[src/hw/rtl/xor_float_delta_encoder_macros.svh]
// Assertion macros shared by the XOR float delta encoder RTL.
`ifndef XOR_FLOAT_DELTA_ENCODER_MACROS_SVH
`define XOR_FLOAT_DELTA_ENCODER_MACROS_SVH

`ifndef SYNTHESIS
// Same-cycle implication, disabled while reset is asserted.
`define XFDE_ASSERT_IMPL(lbl, clk_i, rstn_i, ante, cons) \
    lbl: assert property (@(posedge clk_i) disable iff (!(rstn_i)) (ante) |-> (cons)) \
        else $error("xfde assertion failed");
// Next-cycle implication, disabled while reset is asserted.
`define XFDE_ASSERT_NEXT(lbl, clk_i, rstn_i, ante, cons) \
    lbl: assert property (@(posedge clk_i) disable iff (!(rstn_i)) (ante) |=> (cons)) \
        else $error("xfde assertion failed");
`else
`define XFDE_ASSERT_IMPL(lbl, clk_i, rstn_i, ante, cons)
`define XFDE_ASSERT_NEXT(lbl, clk_i, rstn_i, ante, cons)
`endif

`endif

[src/hw/rtl/xfde_pkg.sv]
// Types and constants of the XOR float delta encoder.
`default_nettype none

package xfde_pkg;

    localparam int SAMPLE_W    = 64;
    localparam int COUNT_W     = 7;
    localparam int IN_TDATA_W  = 64;
    localparam int OUT_TDATA_W = 88;

    // control codes
    localparam logic [1:0] CODE_SAME   = 2'd0;
    localparam logic [1:0] CODE_WINDOW = 2'd1;
    localparam logic [1:0] CODE_NEW    = 2'd3;

    // control bit counts
    localparam logic [1:0] CLEN_RAW  = 2'd0;
    localparam logic [1:0] CLEN_ZERO = 2'd1;
    localparam logic [1:0] CLEN_XOR  = 2'd2;

    localparam logic [4:0] LEAD_MAX  = 5'd31;
    localparam logic [6:0] FULL_LEN  = 7'd64;

    // one result record; first member sits in the top bits
    typedef struct packed {
        logic [6:0]  payload_len;
        logic [63:0] payload;
        logic [5:0]  width_field;
        logic [4:0]  lead_field;
        logic        has_header;
        logic [1:0]  ctrl_len;
        logic [1:0]  ctrl_code;
    } xfde_result_t;

endpackage

`default_nettype wire

[src/hw/rtl/xfde_lzc.sv]
// Leading zero counter over a 64-bit word, byte lanes then priority pick.
`default_nettype none

module xfde_lzc (
    input  wire logic [63:0] value,
    output logic [6:0]       count
);
    import xfde_pkg::*;

    function automatic logic [2:0] byte_lzc(input logic [7:0] b);
        logic [2:0] n;
        n = 3'd7;
        for (int i = 0; i < 8; i++)
        begin
            if (b[i])
            begin
                n = 3'(7 - i);
            end
        end
        return n;
    endfunction

    logic [7:0] lane_nz;
    logic [2:0] lane_lz [8];

    always_comb
    begin
        for (int k = 0; k < 8; k++)
        begin
            lane_nz[k] = |value[k*8 +: 8];
            lane_lz[k] = byte_lzc(value[k*8 +: 8]);
        end
    end

    // highest non-zero byte wins
    always_comb
    begin
        count = FULL_LEN;
        for (int k = 0; k < 8; k++)
        begin
            if (lane_nz[k])
            begin
                count = {1'b0, 3'(7 - k), lane_lz[k]};
            end
        end
    end

endmodule

`default_nettype wire

[src/hw/rtl/xfde_core.sv]
// Encoder datapath and history state (previous sample, stored window pair).
`default_nettype none

`include "xor_float_delta_encoder_macros.svh"

module xfde_core (
    input  wire logic                  clk,
    input  wire logic                  rst_n,
    input  wire logic                  commit,
    input  wire logic [63:0]           sample,
    output xfde_pkg::xfde_result_t     result
);
    import xfde_pkg::*;

    logic        started_reg, started_next;
    logic [63:0] prev_bits_reg, prev_bits_next;
    logic [4:0]  prev_lead_reg, prev_lead_next;
    logic [6:0]  prev_width_reg, prev_width_next;

    logic [63:0] xor_val;
    logic [63:0] xor_rev;
    logic [6:0]  lead_raw;
    logic [6:0]  trail_raw;
    logic [4:0]  lead_sat;
    logic [6:0]  width;
    logic [63:0] window;
    logic        pair_match;

    assign xor_val = sample ^ prev_bits_reg;

    always_comb
    begin
        for (int i = 0; i < SAMPLE_W; i++)
        begin
            xor_rev[i] = xor_val[SAMPLE_W - 1 - i];
        end
    end

    xfde_lzc u_lead (
        .value (xor_val),
        .count (lead_raw)
    );

    xfde_lzc u_trail (
        .value (xor_rev),
        .count (trail_raw)
    );

    // saturate at 31; window grows on the left to keep the sum at 64
    assign lead_sat   = (lead_raw[6:5] != 2'd0) ? LEAD_MAX : lead_raw[4:0];
    assign width      = FULL_LEN - {2'b00, lead_sat} - trail_raw;
    assign window     = xor_val >> trail_raw[5:0];
    assign pair_match = (lead_sat == prev_lead_reg) && (width == prev_width_reg);

    always_comb
    begin
        result          = '0;
        started_next    = started_reg;
        prev_bits_next  = prev_bits_reg;
        prev_lead_next  = prev_lead_reg;
        prev_width_next = prev_width_reg;
        if (!started_reg)
        begin
            result.ctrl_code   = CODE_SAME;
            result.ctrl_len    = CLEN_RAW;
            result.payload     = sample;
            result.payload_len = FULL_LEN;
            started_next       = 1'b1;
        end
        else if (xor_val == '0)
        begin
            result.ctrl_code = CODE_SAME;
            result.ctrl_len  = CLEN_ZERO;
        end
        else
        begin
            result.ctrl_len    = CLEN_XOR;
            result.payload     = window;
            result.payload_len = width;
            if (pair_match)
            begin
                result.ctrl_code = CODE_WINDOW;
            end
            else
            begin
                result.ctrl_code   = CODE_NEW;
                result.has_header  = 1'b1;
                result.lead_field  = lead_sat;
                result.width_field = width[5:0];
                prev_lead_next     = lead_sat;
                prev_width_next    = width;
            end
        end
        prev_bits_next = sample;
    end

    always_ff @(posedge clk or negedge rst_n)
    begin
        if (!rst_n)
        begin
            started_reg    <= 1'b0;
            prev_bits_reg  <= '0;
            prev_lead_reg  <= '0;
            prev_width_reg <= FULL_LEN;
        end
        else if (commit)
        begin
            started_reg    <= started_next;
            prev_bits_reg  <= prev_bits_next;
            prev_lead_reg  <= prev_lead_next;
            prev_width_reg <= prev_width_next;
        end
    end

    `XFDE_ASSERT_NEXT(a_first_sets_started, clk, rst_n, commit && !started_reg, started_reg)
    `XFDE_ASSERT_IMPL(a_header_only_new, clk, rst_n, result.has_header, result.ctrl_code == CODE_NEW)
    `XFDE_ASSERT_NEXT(a_pair_stored, clk, rst_n, commit && result.ctrl_code == CODE_NEW, prev_width_reg == $past(result.payload_len))

endmodule

`default_nettype wire

[src/hw/rtl/xor_float_delta_encoder.sv]
// Top level of the XOR float delta encoder: stream ports, input and result registers.
//
// Usage:
//   s_axis carries one 64-bit double bit pattern per transfer (sample_bits).
//   m_axis carries one encoded record per sample: control code and length,
//   optional header (leading count, width), right-aligned window and its length.
//   The first sample after reset goes out raw with payload_len 64.
// A sample taken from s_axis sits in the input register, is encoded in the
//   core and is loaded into the result register that drives m_axis, when
//   that register is free or draining.
// Throughput: one sample per cycle while the receiver keeps up; the zero
//   counters and window shifter sit between the input register and the result
//   register, and the history state updates at the same edge the result is loaded.
// Stall: when m_axis_tready is low and a result is waiting, the result
//   register holds, the input register holds its sample and s_axis_tready
//   drops once it is full; nothing is dropped or repeated.
// Reset: asynchronous, active low; empties both registers and returns the
//   history to its start state (next sample is sent raw).
`default_nettype none

`include "xor_float_delta_encoder_macros.svh"

module xor_float_delta_encoder (
    input  wire logic                              clk,
    input  wire logic                              rst_n,
    input  wire logic                              s_axis_tvalid,
    output logic                                   s_axis_tready,
    // [63:0] sample_bits
    input  wire logic [xfde_pkg::IN_TDATA_W-1:0]   s_axis_tdata,
    output logic                                   m_axis_tvalid,
    input  wire logic                              m_axis_tready,
    // [1:0] ctrl_code, [3:2] ctrl_len, [4] has_header, [9:5] lead_field,
    // [15:10] width_field, [79:16] payload, [86:80] payload_len, [87] zero
    output logic [xfde_pkg::OUT_TDATA_W-1:0]       m_axis_tdata
);
    import xfde_pkg::*;

    logic         s1_valid_reg;
    logic [63:0]  s1_sample_reg;
    logic         out_valid_reg;
    xfde_result_t out_result_reg;
    xfde_result_t enc_result;
    logic         s1_move;
    logic         in_xfer;

    // input stage moves on when the result register is free or draining
    assign s1_move       = s1_valid_reg && (!out_valid_reg || m_axis_tready);
    assign s_axis_tready = !s1_valid_reg || s1_move;
    assign in_xfer       = s_axis_tvalid && s_axis_tready;

    xfde_core u_core (
        .clk    (clk),
        .rst_n  (rst_n),
        .commit (s1_move),
        .sample (s1_sample_reg),
        .result (enc_result)
    );

    always_ff @(posedge clk or negedge rst_n)
    begin
        if (!rst_n)
        begin
            s1_valid_reg  <= 1'b0;
            out_valid_reg <= 1'b0;
        end
        else
        begin
            if (s_axis_tready)
            begin
                s1_valid_reg <= s_axis_tvalid;
            end
            if (s1_move)
            begin
                out_valid_reg <= 1'b1;
            end
            else if (m_axis_tready)
            begin
                out_valid_reg <= 1'b0;
            end
        end
    end

    // payload registers, no reset
    always_ff @(posedge clk)
    begin
        if (in_xfer)
        begin
            s1_sample_reg <= s_axis_tdata[63:0];
        end
        if (s1_move)
        begin
            out_result_reg <= enc_result;
        end
    end

    assign m_axis_tvalid = out_valid_reg;
    assign m_axis_tdata  = {1'b0, out_result_reg};

    `XFDE_ASSERT_NEXT(a_move_fills_out, clk, rst_n, s1_move, out_valid_reg)
    `XFDE_ASSERT_NEXT(a_xfer_fills_s1, clk, rst_n, in_xfer, s1_valid_reg)
    `XFDE_ASSERT_NEXT(a_s1_holds, clk, rst_n, s1_valid_reg && !s1_move, s1_valid_reg && $stable(s1_sample_reg))

endmodule

`default_nettype wire
[config.mk]
export PLATFORM = sky130hd
export DESIGN_NAME = xor_float_delta_encoder
export DESIGN_NICKNAME = d
export VERILOG_FILES = /design/src/hw/rtl/xfde_pkg.sv /design/src/hw/rtl/xfde_lzc.sv /design/src/hw/rtl/xfde_core.sv /design/src/hw/rtl/xor_float_delta_encoder.sv
export VERILOG_INCLUDE_DIRS = /design/src /design/src/hw/rtl
export SDC_FILE = /design/constraint.sdc
export NUM_CORES = 1
export LEC_CHECK = 0
export BUFFER_PORTS_ARGS = -buffer_cell sky130_fd_sc_hd__buf_4
export CORE_MARGIN = 5
export CORE_UTILIZATION = 35
export CTS_CLUSTER_DIAMETER = 120
export DETAILED_ROUTE_END_ITERATION = 10
export SLEW_MARGIN = 0
export SYNTH_ARGS = -nofsm -noshare
export SYNTH_HDL_FRONTEND = slang
export SYNTH_SLANG_ARGS = --single-unit
[constraint.sdc]
create_clock -name clk -period 8.29 [get_ports clk]
set_input_delay 0.4145 -clock clk [delete_from_list [all_inputs] [get_ports clk]]
set_output_delay 0.4145 -clock clk [all_outputs]
set_load 0.1 [all_outputs]
==> qor.csv, run 1 <==
metric;value;unit
outcome;finished, final reports clean;
most common cell after layout, fill and taps aside;buf_4;
Post-Route Utilization;41.09;%
P_sw;2.923;mW
synth unique cells;91;
most frequent cells in the layout;183 x buf_4, 150 x edfxtp_1, 149 x mux2i_1;
GR Overflow Total;0;
top-area cell type share of the netlist area;30.69;%
DPL Wire Length;44440;µm
Port-buffer cells;156;
CTS tree;built;
CP top delay family;simple AND/OR/NAND/NOR gates;
YS warnings;0;
Pint;3.027;mW
Syn-to-layout area delta;16.90;%
Highest Clock Rate;138.8;MHz
initial drt markers;1346;
Vias per Instance;6.050;
Setup crit end kind;register;
leakage;6.906;nW
Comb pwr share;54.2;%
CP peak stage delay;0.79;ns
Boundary Pins;158;
initial antenna violation count;4;
Reg clk slew, reported paths;0.06;ns
Num CTS Buffers;25;
setup TNS;0;ns
largest net degree at the start of global routing;87;
WP depth;22;
post-synthesis register bit count;229;
die width;214.8;µm
CP Cell Sequence;xor2_1, nor4_1, nand2_1, nor4_1, nand4_1, o21a_2, inv_1, ha_1, inv_1, ha_1, fa_1, xnor2_1, xnor2_1, nand4_1, a211oi_1, o311ai_0, nor4_1, o2111ai_1, o21ai_2, or2_0, buf_4, mux2_1;
R2R cell count;22;
Slew Viols, Final;0;
vias in the first global route;12360;
routed via count;12550;
Yosys top cell by area;edfxtp_1;
Sw Ratio;49.13;%
DRC;0;
Mapped Cells;1377;
Initial Utilization;35.15;%
final period utilization;86.91;%
area of the mapped netlist;0.01468;mm²
RSZ-0062 raised after global routing;no;
top post-synthesis cells by area;edfxtp_1 31%, dfrtp_1 13%, mux2i_1 10%, mux2_2 5.5%, xor2_1 3.7%;
Layout Nets;1592;
post-CTS setup buffers;0;
endpoints failing setup;0;
CP Buf/Inv Count;3;
Worst Tran Pin Value;1.248;ns
Slowest-stage cell, CP;nor4_1;
VDD IR-drop max;0.1840;mV
Max Cap Violations;0;
sequential share of power;27.9;%
Data arrival, critical path;7.62;ns
remaining antenna violation count after routing;0;
global-route wire length before repair;84500;µm
clock skew;0.01822;ns
Site Rows;75;
PostCTS Resize Cnt;0;
max FFs per register;86;
CP required;8.70;ns
crit path launch;s1_sample_reg[5];
Core Footprint;0.04176;mm²
H-tree depth;1;
CP Launch Type;register;
Pwr per Cell Area;346.7;mW/mm²
die area;0.04614;mm²
clock root cell;clkbuf_16;
wire per inst;27.97;µm
Tmin final;7.205;ns
Avg Inst Size Synth;10.66;µm²
WHS Path Cells;1;
HP Start;s_axis_tdata[17];
Die H;214.8;µm
overall routing resource usage;24.11;%
worst hold margin;0.04391;ns
ys async rst share;34.50;%
Max-Slew Margin vs Limit;15.65;%
Skew-Pair Late Insertion Delay;0.55;ns
Post-Route WL;58010;µm
syn nets;1456;
layout cells sized above 1;21.49;%
most used cell, CP;nor4_1;
sequential element share of the synthesized area;44.16;%
total clock sinks;229;
worst min-delay path class;input port to register;
DRT Pass-1 Iters;7;
Crit Path Max Fanout;9;
clock network power share;17.9;%
final hold violations;0;
clk buf depth;3;
EDFF count, synth;150;
top_reg_cell synth;edfxtp_1;
kind of critical path;register to register;
launching point of the worst reg2reg path;s1_sample_reg[5];
Routability Congestion;1.072;
-- through the flow --
step                      cells  instance area (µm²)  setup WS (ns)  total power [mW]
after global routing       2070                17150         0.8306             6.189
after global placement     2024                16360          1.582             4.836
after floorplan            1377                14680          2.526             3.897
after CTS                  2070                17150          1.307             5.924
final                      2074                17160          1.085             5.950
after detailed placement   2024                16360          1.354             4.821
-- routing by layer --
layer	global-route usage, %	share of wire, %	wire length [µm]
met1	35.06	45	25860
met2	33.29	40	23090
met3	7.374	11	6428
met4	9.598	4.4	2562
met5	0.7292	0.097	56
-- kinds of logic (layout without fill, tap and decap cells) --
family	count (synthesis)	in the layout	synth area share [%]
buf+inv	103	257	3.256
xor+xnor	124	124	7.450
compound gates	374	374	17.87
fa+ha+maj	11	11	0.9888
flops	229	229	44.16
mux	228	228	16.37
simple gates	307	307	9.879
other cells	1	5	0.02555
-- worst paths after layout --
| kind | slack [ns] | end |
|---|---|---|
| hold reg to reg | 0.50 | u_core.prev_width_reg[6] |
| setup reg to reg | 1.09 | u_core.prev_width_reg[5] |
| setup / recovery | 1.09 | u_core.prev_width_reg[5] |
| min in group asynchronous | 0.37 | u_core.prev_bits_reg[62] |
| max in group asynchronous | 6.81 | u_core.prev_bits_reg[29] |
| hold / removal | 0.04 | s1_sample_reg[17] |
-- power by group through the flow --
stage          clock (mW)  sequential, mW  combinational (mW)
5_1_grt              1.15            1.69                3.36
3_5_place_dp            0            1.68                3.14
2_1_floorplan           0            2.48                1.42
4_1_cts              1.11            1.66                3.15
3_3_place_gp            0            1.67                3.16
6_report             1.07            1.66                3.22
-- synth_stat cells, types with 6 or more instances --
master and count:
o211ai_1 26, clkbuf_1 38, a21o_1 9, a221oi_1 9, a21oi_1 65, buf_2 19, mux2_2 72, mux2i_1 149
nor3_1 16, nor2_1 123, o2bb2ai_1 22, dfrtp_1 78, o21a_1 9, edfxtp_1 150, o221ai_1 13, a211oi_1 18
nand2b_1 6, o21ai_0 78, o31ai_1 18, inv_1 24, ha_1 10, nand4_1 13, nand3_1 13, xor2_1 62
a32o_1 6, a22oi_1 7, buf_1 7, nand2_1 79, nor4_1 13, and2_1 12, xnor2_1 61, o22ai_1 21
a31oi_1 16
-- area by class of cell --
| class | instances | area [µm²] |
|---|---|---|
| clock buffer | 34 | 689.4 |
| tap | 539 | 674.4 |
| inverter | 28 | 106.4 |
| sequential | 229 | 6482 |
| antenna | 4 | 10.01 |
| fill | 4119 | 24600 |
| multi-input combinational | 1045 | 7724 |
| timing repair buffer | 184 | 1384 |
| clock inverter | 11 | 90.09 |
-- timing repair --
item,CTS,global route
endpoints found under the setup margin,0,0
hold buffers,1,0
hold endpoints to repair,28,0
(Power assumes the default switching activity.)
==> inputs of run 2 (changes only) <==
==> constraint.sdc (replaced) <==
create_clock -name clk -period 6.85 [get_ports clk]
set_input_delay 0.3425 -clock clk [delete_from_list [all_inputs] [get_ports clk]]
set_output_delay 0.3425 -clock clk [all_outputs]
set_load 0.1 [all_outputs]
==> run 2 against run 1 <==
Against the previous run: worst hold slack lost 0.0048 ns; clock power increased by 16%; combinational power is 25% higher; setup slack worse by 0.44 ns; largest power group unchanged; highest routed layer unchanged; sequential power up 20%; register-to-register slack got worse by 0.44 ns.
==> qor.csv, run 2 (same netlist as run 1, synthesis figures left out) <==
metric;value;unit;change
worst hold margin;0.03912;ns;-0.004788 ns
Reg clk slew, reported paths;0.07;ns;about the same
R2R cell count;23;;+4.5%
Site Rows;75;;unchanged
Tmin final;6.209;ns;-0.9961 ns
Crit Path Max Fanout;8;;-1
overall routing resource usage;24.28;%;+0.17 points
total clock sinks;229;;unchanged
Reg area;0.006482;mm²;unchanged
Post-Route WL;58010;µm;unchanged
Highest Clock Rate;161.1;MHz;+16%
HP Start;s_axis_tdata[31];;
wire per inst;26.88;µm;-3.9%
Pwr per Cell Area;404.9;mW/mm²;+17%
# fillers;4044;;-1.8%
Port-buffer cells;156;;unchanged
Routability Congestion;1.042;;-2.8%
Tot Pwr;7.264;mW;+22%
WHS Path Cells;1;;unchanged
Hold EP;s1_sample_reg[31];;
global-route wire length before repair;85820;µm;+1.6%
clock root cell;clkbuf_16;;
vias in the first global route;12640;;+2.3%
DRT Pass-1 Iters;8;;+1
Boundary Pins;158;;unchanged
Skew-Pair Late Insertion Delay;0.54;ns;about the same
initial drt markers;1536;;+14%
setup TNS;0;ns;unchanged
CP Launch Type;register;;
Syn-to-layout area delta;22.20;%;
most common cell after layout, fill and taps aside;buf_4;;
post-CTS setup buffers;0;;unchanged
FF-to-FF End;u_core.prev_width_reg[0];;
Max-Slew Margin vs Limit;25.76;%;+10 points
die area;0.04614;mm²;unchanged
most frequent cells in the layout;206 x buf_4, 150 x edfxtp_1, 149 x mux2i_1;;
die width;214.8;µm;unchanged
clk buf depth;3;;unchanged
endpoints failing setup;0;;unchanged
Core Footprint;0.04176;mm²;unchanged
Max Cap Violations;0;;unchanged
final period utilization;90.64;%;+3.7 points
area of the multi-input gates;0.007732;mm²;+0.11%
CP required;7.28;ns;-1.42 ns
Layout Nets;1679;;+5.5%
Die H;214.8;µm;unchanged
DPL Wire Length;44500;µm;+0.12%
GR Overflow Total;0;;unchanged
Vias per Instance;5.966;;-1.4%
routed via count;12870;;+2.6%
DRC;0;;unchanged
kind of critical path;register to register;;
Slew Viols, Final;0;;unchanged
outcome;finished, final reports clean;;
Worst Tran Pin Value;1.099;ns;-0.1495 ns
largest net degree at the start of global routing;87;;unchanged
launching point of the worst reg2reg path;s1_sample_reg[61];;
ANT cells;0;;-4
RSZ-0062 raised after global routing;no;;
Data arrival, critical path;6.64;ns;-0.98 ns
initial antenna violation count;5;;+1
Post-Route Utilization;42.95;%;+1.9 points
leakage;7.281;nW;+5.4%
layout cells sized above 1;22.05;%;+0.56 points
VDD IR-drop max;0.2913;mV;+58%
Initial Utilization;35.15;%;unchanged
clock skew;0.01420;ns;-0.004025 ns
worst min-delay path class;input port to register;;
max FFs per register;86;;unchanged
H-tree depth;1;;unchanged
CTS tree;built;;
Num CTS Buffers;25;;unchanged
Setup crit end kind;register;;
reg-to-reg slack, setup;0.64;ns;-0.44 ns
final hold violations;0;;unchanged
remaining antenna violation count after routing;0;;unchanged
## run 2: how the worst max path moves through the flow
stage / cells after the start / startpoint / endpoint / slack, ns
floorplan: 26 / s1_sample_reg[29] / u_core.prev_lead_reg[4] / 1.09
global placement: 23 / s1_sample_reg[61] / u_core.prev_width_reg[0] / 0.45
detailed placement: 23 / s1_sample_reg[61] / u_core.prev_width_reg[2] / 0.47
CTS: 23 / s1_sample_reg[61] / u_core.prev_width_reg[2] / 0.44
global route: 23 / s1_sample_reg[61] / u_core.prev_width_reg[2] / 0.16
finish: 23 / s1_sample_reg[61] / u_core.prev_width_reg[0] / 0.64
## run 2: layer usage
layer  track usage, %  wire, µm
met1            36.02     26000
met3            5.868      5796
met2            34.53     24030
met4            8.417      2119
met5                0        59
## run 2: power by group
group          internal (mW)  switching (mW)  total [mW]  leakage, nW
sequential              1.84           0.159        2.00         2.35
clock                  0.675           0.565        1.24        0.362
combinational           1.15            2.88        4.02         4.57
## run 2: worst max-delay path, stage by stage, from the launching register on
cell and delay (ns):
edfxtp_1 0.45, xnor2_1 0.48, nand4_1 0.25, buf_4 0.24
nor4_4 0.56, nand3_1 0.46, o31ai_1 0.23, nor3_1 0.09
a21o_1 0.27, ha_1 0.21, ha_1 0.24, fa_1 0.47
a21oi_1 0.15, nor2_1 0.05, nor2_1 0.17, xnor2_1 0.19
xnor2_1 0.15, o2111ai_1 0.13, nor4_1 0.28, o2111ai_1 0.17
o21ai_2 0.15, or2_0 0.15, buf_4 0.19, mux2_2 0.34
## run 2: what timing repair did
action	in CTS	in global routing
gates resized for setup	0	1
hold buffers	65	0
hold endpoints to repair	90	0
endpoints found under the setup margin	0	11
## run 2: cell type report
cell class,instances,area share [%]
Multi-Input combinational cell,1045,43.11
Sequential cell,229,36.14
Timing Repair Buffer,271,12.25
Tap cell,539,3.760
Clock buffer,28,3.551
Clock inverter,18,0.5999
Inverter,28,0.5929
## run 2: per-stage QoR
step                      area (µm²)  instances  setup WS [ns]
final                          17940       2158         0.6415
after global routing           17940       2158         0.1631
after floorplan                14680       1377          1.086
after global placement         16530       2047         0.4454
after detailed placement       16530       2047         0.4685
after CTS                      17930       2158         0.4413
==> inputs of run 3 (changes only) <==
--- a/config.mk
+++ b/config.mk
@@ -6,7 +6,7 @@
 export SDC_FILE = /design/constraint.sdc
 export NUM_CORES = 1
 export LEC_CHECK = 0
-export BUFFER_PORTS_ARGS = -buffer_cell sky130_fd_sc_hd__buf_4
+export BUFFER_PORTS_ARGS = -buffer_cell sky130_fd_sc_hd__buf_2
 export CORE_MARGIN = 5
 export CORE_UTILIZATION = 35
 export CTS_CLUSTER_DIAMETER = 120
==> run 3 against run 2 <==
Against the previous run: clock-buffer cell count is 6 higher; sequential power about the same; die area is the same; critical path depth shrank 1; clock skew rose by 0.0046 ns; routed wire length about the same; global-route usage hardly changed; non-clock buffer count is 9 higher; combinational power decreased by 2%; highest routed layer unchanged.
==> qor.csv, run 3 (same netlist as run 1, synthesis figures left out) <==
metric;value;unit;change
Data arrival, critical path;6.82;ns;+0.18 ns
clock skew;0.01881;ns;+0.004612 ns
Comb pwr share;54.6;%;-0.8 points
Reg clk slew, reported paths;0.06;ns;about the same
Crit Path Max Fanout;8;;unchanged
kind of critical path;register to register;;
Pwr per Cell Area;408.5;mW/mm²;+0.89%
largest net degree at the start of global routing;87;;unchanged
Layout Nets;1688;;+0.54%
Boundary Pins;158;;unchanged
CP required;7.29;ns;about the same
VDD IR-drop max;0.3164;mV;+8.6%
Site Rows;75;;unchanged
Skew-Pair Late Insertion Delay;0.56;ns;+0.02 ns
GR Overflow Total;0;;unchanged
Port-buffer cells;156;;unchanged
most common cell after layout, fill and taps aside;buf_2;;
Slew Viols, Final;0;;unchanged
die width;214.8;µm;unchanged
outcome;finished, final reports clean;;
Metal-1 WL;26020;µm;+0.10%
Vias per Instance;5.935;;-0.51%
post-CTS setup buffers;0;;unchanged
Tmin final;6.376;ns;+0.1679 ns
CTS tree;built;;
area of the multi-input gates;0.007732;mm²;unchanged
Setup crit end kind;register;;
Pint;3.652;mW;-0.32%
# fillers;4031;;-0.32%
setup TNS;0;ns;unchanged
DP Area;0.01622;mm²;-1.9%
Sw Ratio;49.31;%;-0.26 points
CP Launch Type;register;;
DR WL met2;23710;µm;-1.4%
clock network power share;17.8;%;+0.7 points
Highest Clock Rate;156.8;MHz;-2.6%
RSZ-0062 raised after global routing;no;;
DRT Pass-1 Iters;8;;unchanged
initial drt markers;1237;;-19%
H-tree depth;1;;unchanged
Routability Congestion;1.009;;-3.2%
CP Buf/Inv Count;2;;unchanged
clock root cell;clkbuf_16;;
sequential share of power;27.7;%;about the same
Slowest-stage cell, CP;nor4_4;;
global-route wire length before repair;86170;µm;+0.42%
initial antenna violation count;1;;-4
endpoints failing setup;0;;unchanged
most frequent cells in the layout;155 x buf_2, 150 x edfxtp_1, 149 x mux2i_1;;
leakage;7.190;nW;-1.3%
CP peak stage delay;0.64;ns;+0.08 ns
Worst Tran Pin Value;1.107;ns;+0.008300 ns
most used cell, CP;xnor2_1;;
Design Area, Final;0.01763;mm²;-1.7%
CP Cell Sequence;xnor2_1, nand4_1, buf_4, nor4_4, nand3_1, o31ai_1, nor3_1, a21o_1, ha_1, ha_1, fa_1, xnor2_1, xnor2_1, nand4_1, a211oi_1, o311ai_0, nor4_1, o2111ai_1, o21ai_2, or2_0, buf_4, mux2_2;;
Post-Route WL;57970;µm;about the same
DRC;0;;unchanged
Num CTS Buffers;25;;unchanged
highest routed layer;met5;;
met3 WL;5836;µm;+0.69%
Reg area;0.006484;mm²;about the same
total clock sinks;229;;unchanged
routed via count;12860;;-0.093%
worst min-delay path class;input port to register;;
wire per inst;26.75;µm;-0.47%
die area;0.04614;mm²;unchanged
overall routing resource usage;24.30;%;+0.025 points
ANT cells;0;;unchanged
P_sw;3.552;mW;-1.3%
CP top delay family;simple AND/OR/NAND/NOR gates;;
vias in the first global route;12760;;+0.95%
max FFs per register;86;;unchanged
Syn-to-layout area delta;20.12;%;
Max-Slew Margin vs Limit;26.20;%;+0.45 points
Initial Utilization;35.15;%;unchanged
Max Cap Violations;0;;unchanged
Die H;214.8;µm;unchanged
Core Footprint;0.04176;mm²;unchanged
clk buf depth;3;;unchanged
remaining antenna violation count after routing;0;;unchanged
final hold violations;0;;unchanged
layout cells sized above 1;22.17;%;+0.12 points
DPL Wire Length;44190;µm;-0.70%
final period utilization;93.09;%;+2.5 points
-- run 3: changes by cell type in the layout (fill, tap and decap cells not counted), moves of 2 or more --
cell / previous run / this run
buf_4: 206 / 61
clkinv_1: 3 / 5
clkinvlp_4: 4 / 1
clkbuf_1: 3 / 8
inv_6: 3 / 1
buf_2: 0 / 155
clkinv_2: 9 / 3
clkinv_4: 0 / 2
-- run 3: worst paths after layout --
path	from	end	slack, ns	depth (start not counted)
min reg2reg	u_core.prev_width_reg[6]	u_core.prev_width_reg[6]	0.49	2
min	s_axis_tdata[29]	s1_sample_reg[29]	0.03	1
max in group asynchronous	rst_n	u_core.prev_bits_reg[17]	5.53	3
min in group asynchronous	rst_n	u_core.prev_bits_reg[50]	0.26	2
max reg2reg	s1_sample_reg[63]	u_core.prev_width_reg[0]	0.47	22
max	s1_sample_reg[63]	u_core.prev_width_reg[0]	0.47	22
-- run 3: per-stage QoR --
step	utilization (%)	hold slack (ns)	cells	setup slack, ns	total power, mW
after floorplan	-	0.04691	1377	1.086	4.716
after global placement	38.85	0.3103	2057	0.1767	5.861
after detailed placement	38.85	0.3261	2057	0.1830	5.839
after CTS	42.21	0.01394	2167	0.1673	7.181
after global routing	42.23	0.01185	2167	0.1116	7.517
final	42.23	0.03415	2167	0.4736	7.204
-- run 3: area by class of cell --
class	count	share of cell area [%]
Multi-Input combinational cell	1045	43.85
Sequential cell	229	36.77
Timing Repair Buffer	280	10.63
Tap cell	539	3.825
Clock buffer	34	3.796
Inverter	28	0.6031
Clock inverter	12	0.5251
-- run 3: power by group through the flow --
stage | Clock (mW) | Combinational [mW] | Sequential, mW
floorplan | 0 | 1.71 | 3.00
global placement | 0 | 3.85 | 2.01
detailed placement | 0 | 3.82 | 2.02
CTS | 1.32 | 3.86 | 1.99
global route | 1.39 | 4.11 | 2.02
finish | 1.28 | 3.93 | 1.99
-- run 3: per-layer routing --
metal  vias up  global-route usage, %
met5         -                      0
met2       674                  34.73
met3       120                  5.784
met4         2                  9.083
met1      6334                  35.68
li1       5732                      -
-- run 3: timing repair --
action / CTS / global route
gates resized for setup: 0 / 1
hold buffers: 64 / 0
endpoints found under the hold margin: 93 / 0
endpoints found under the setup margin: 0 / 15
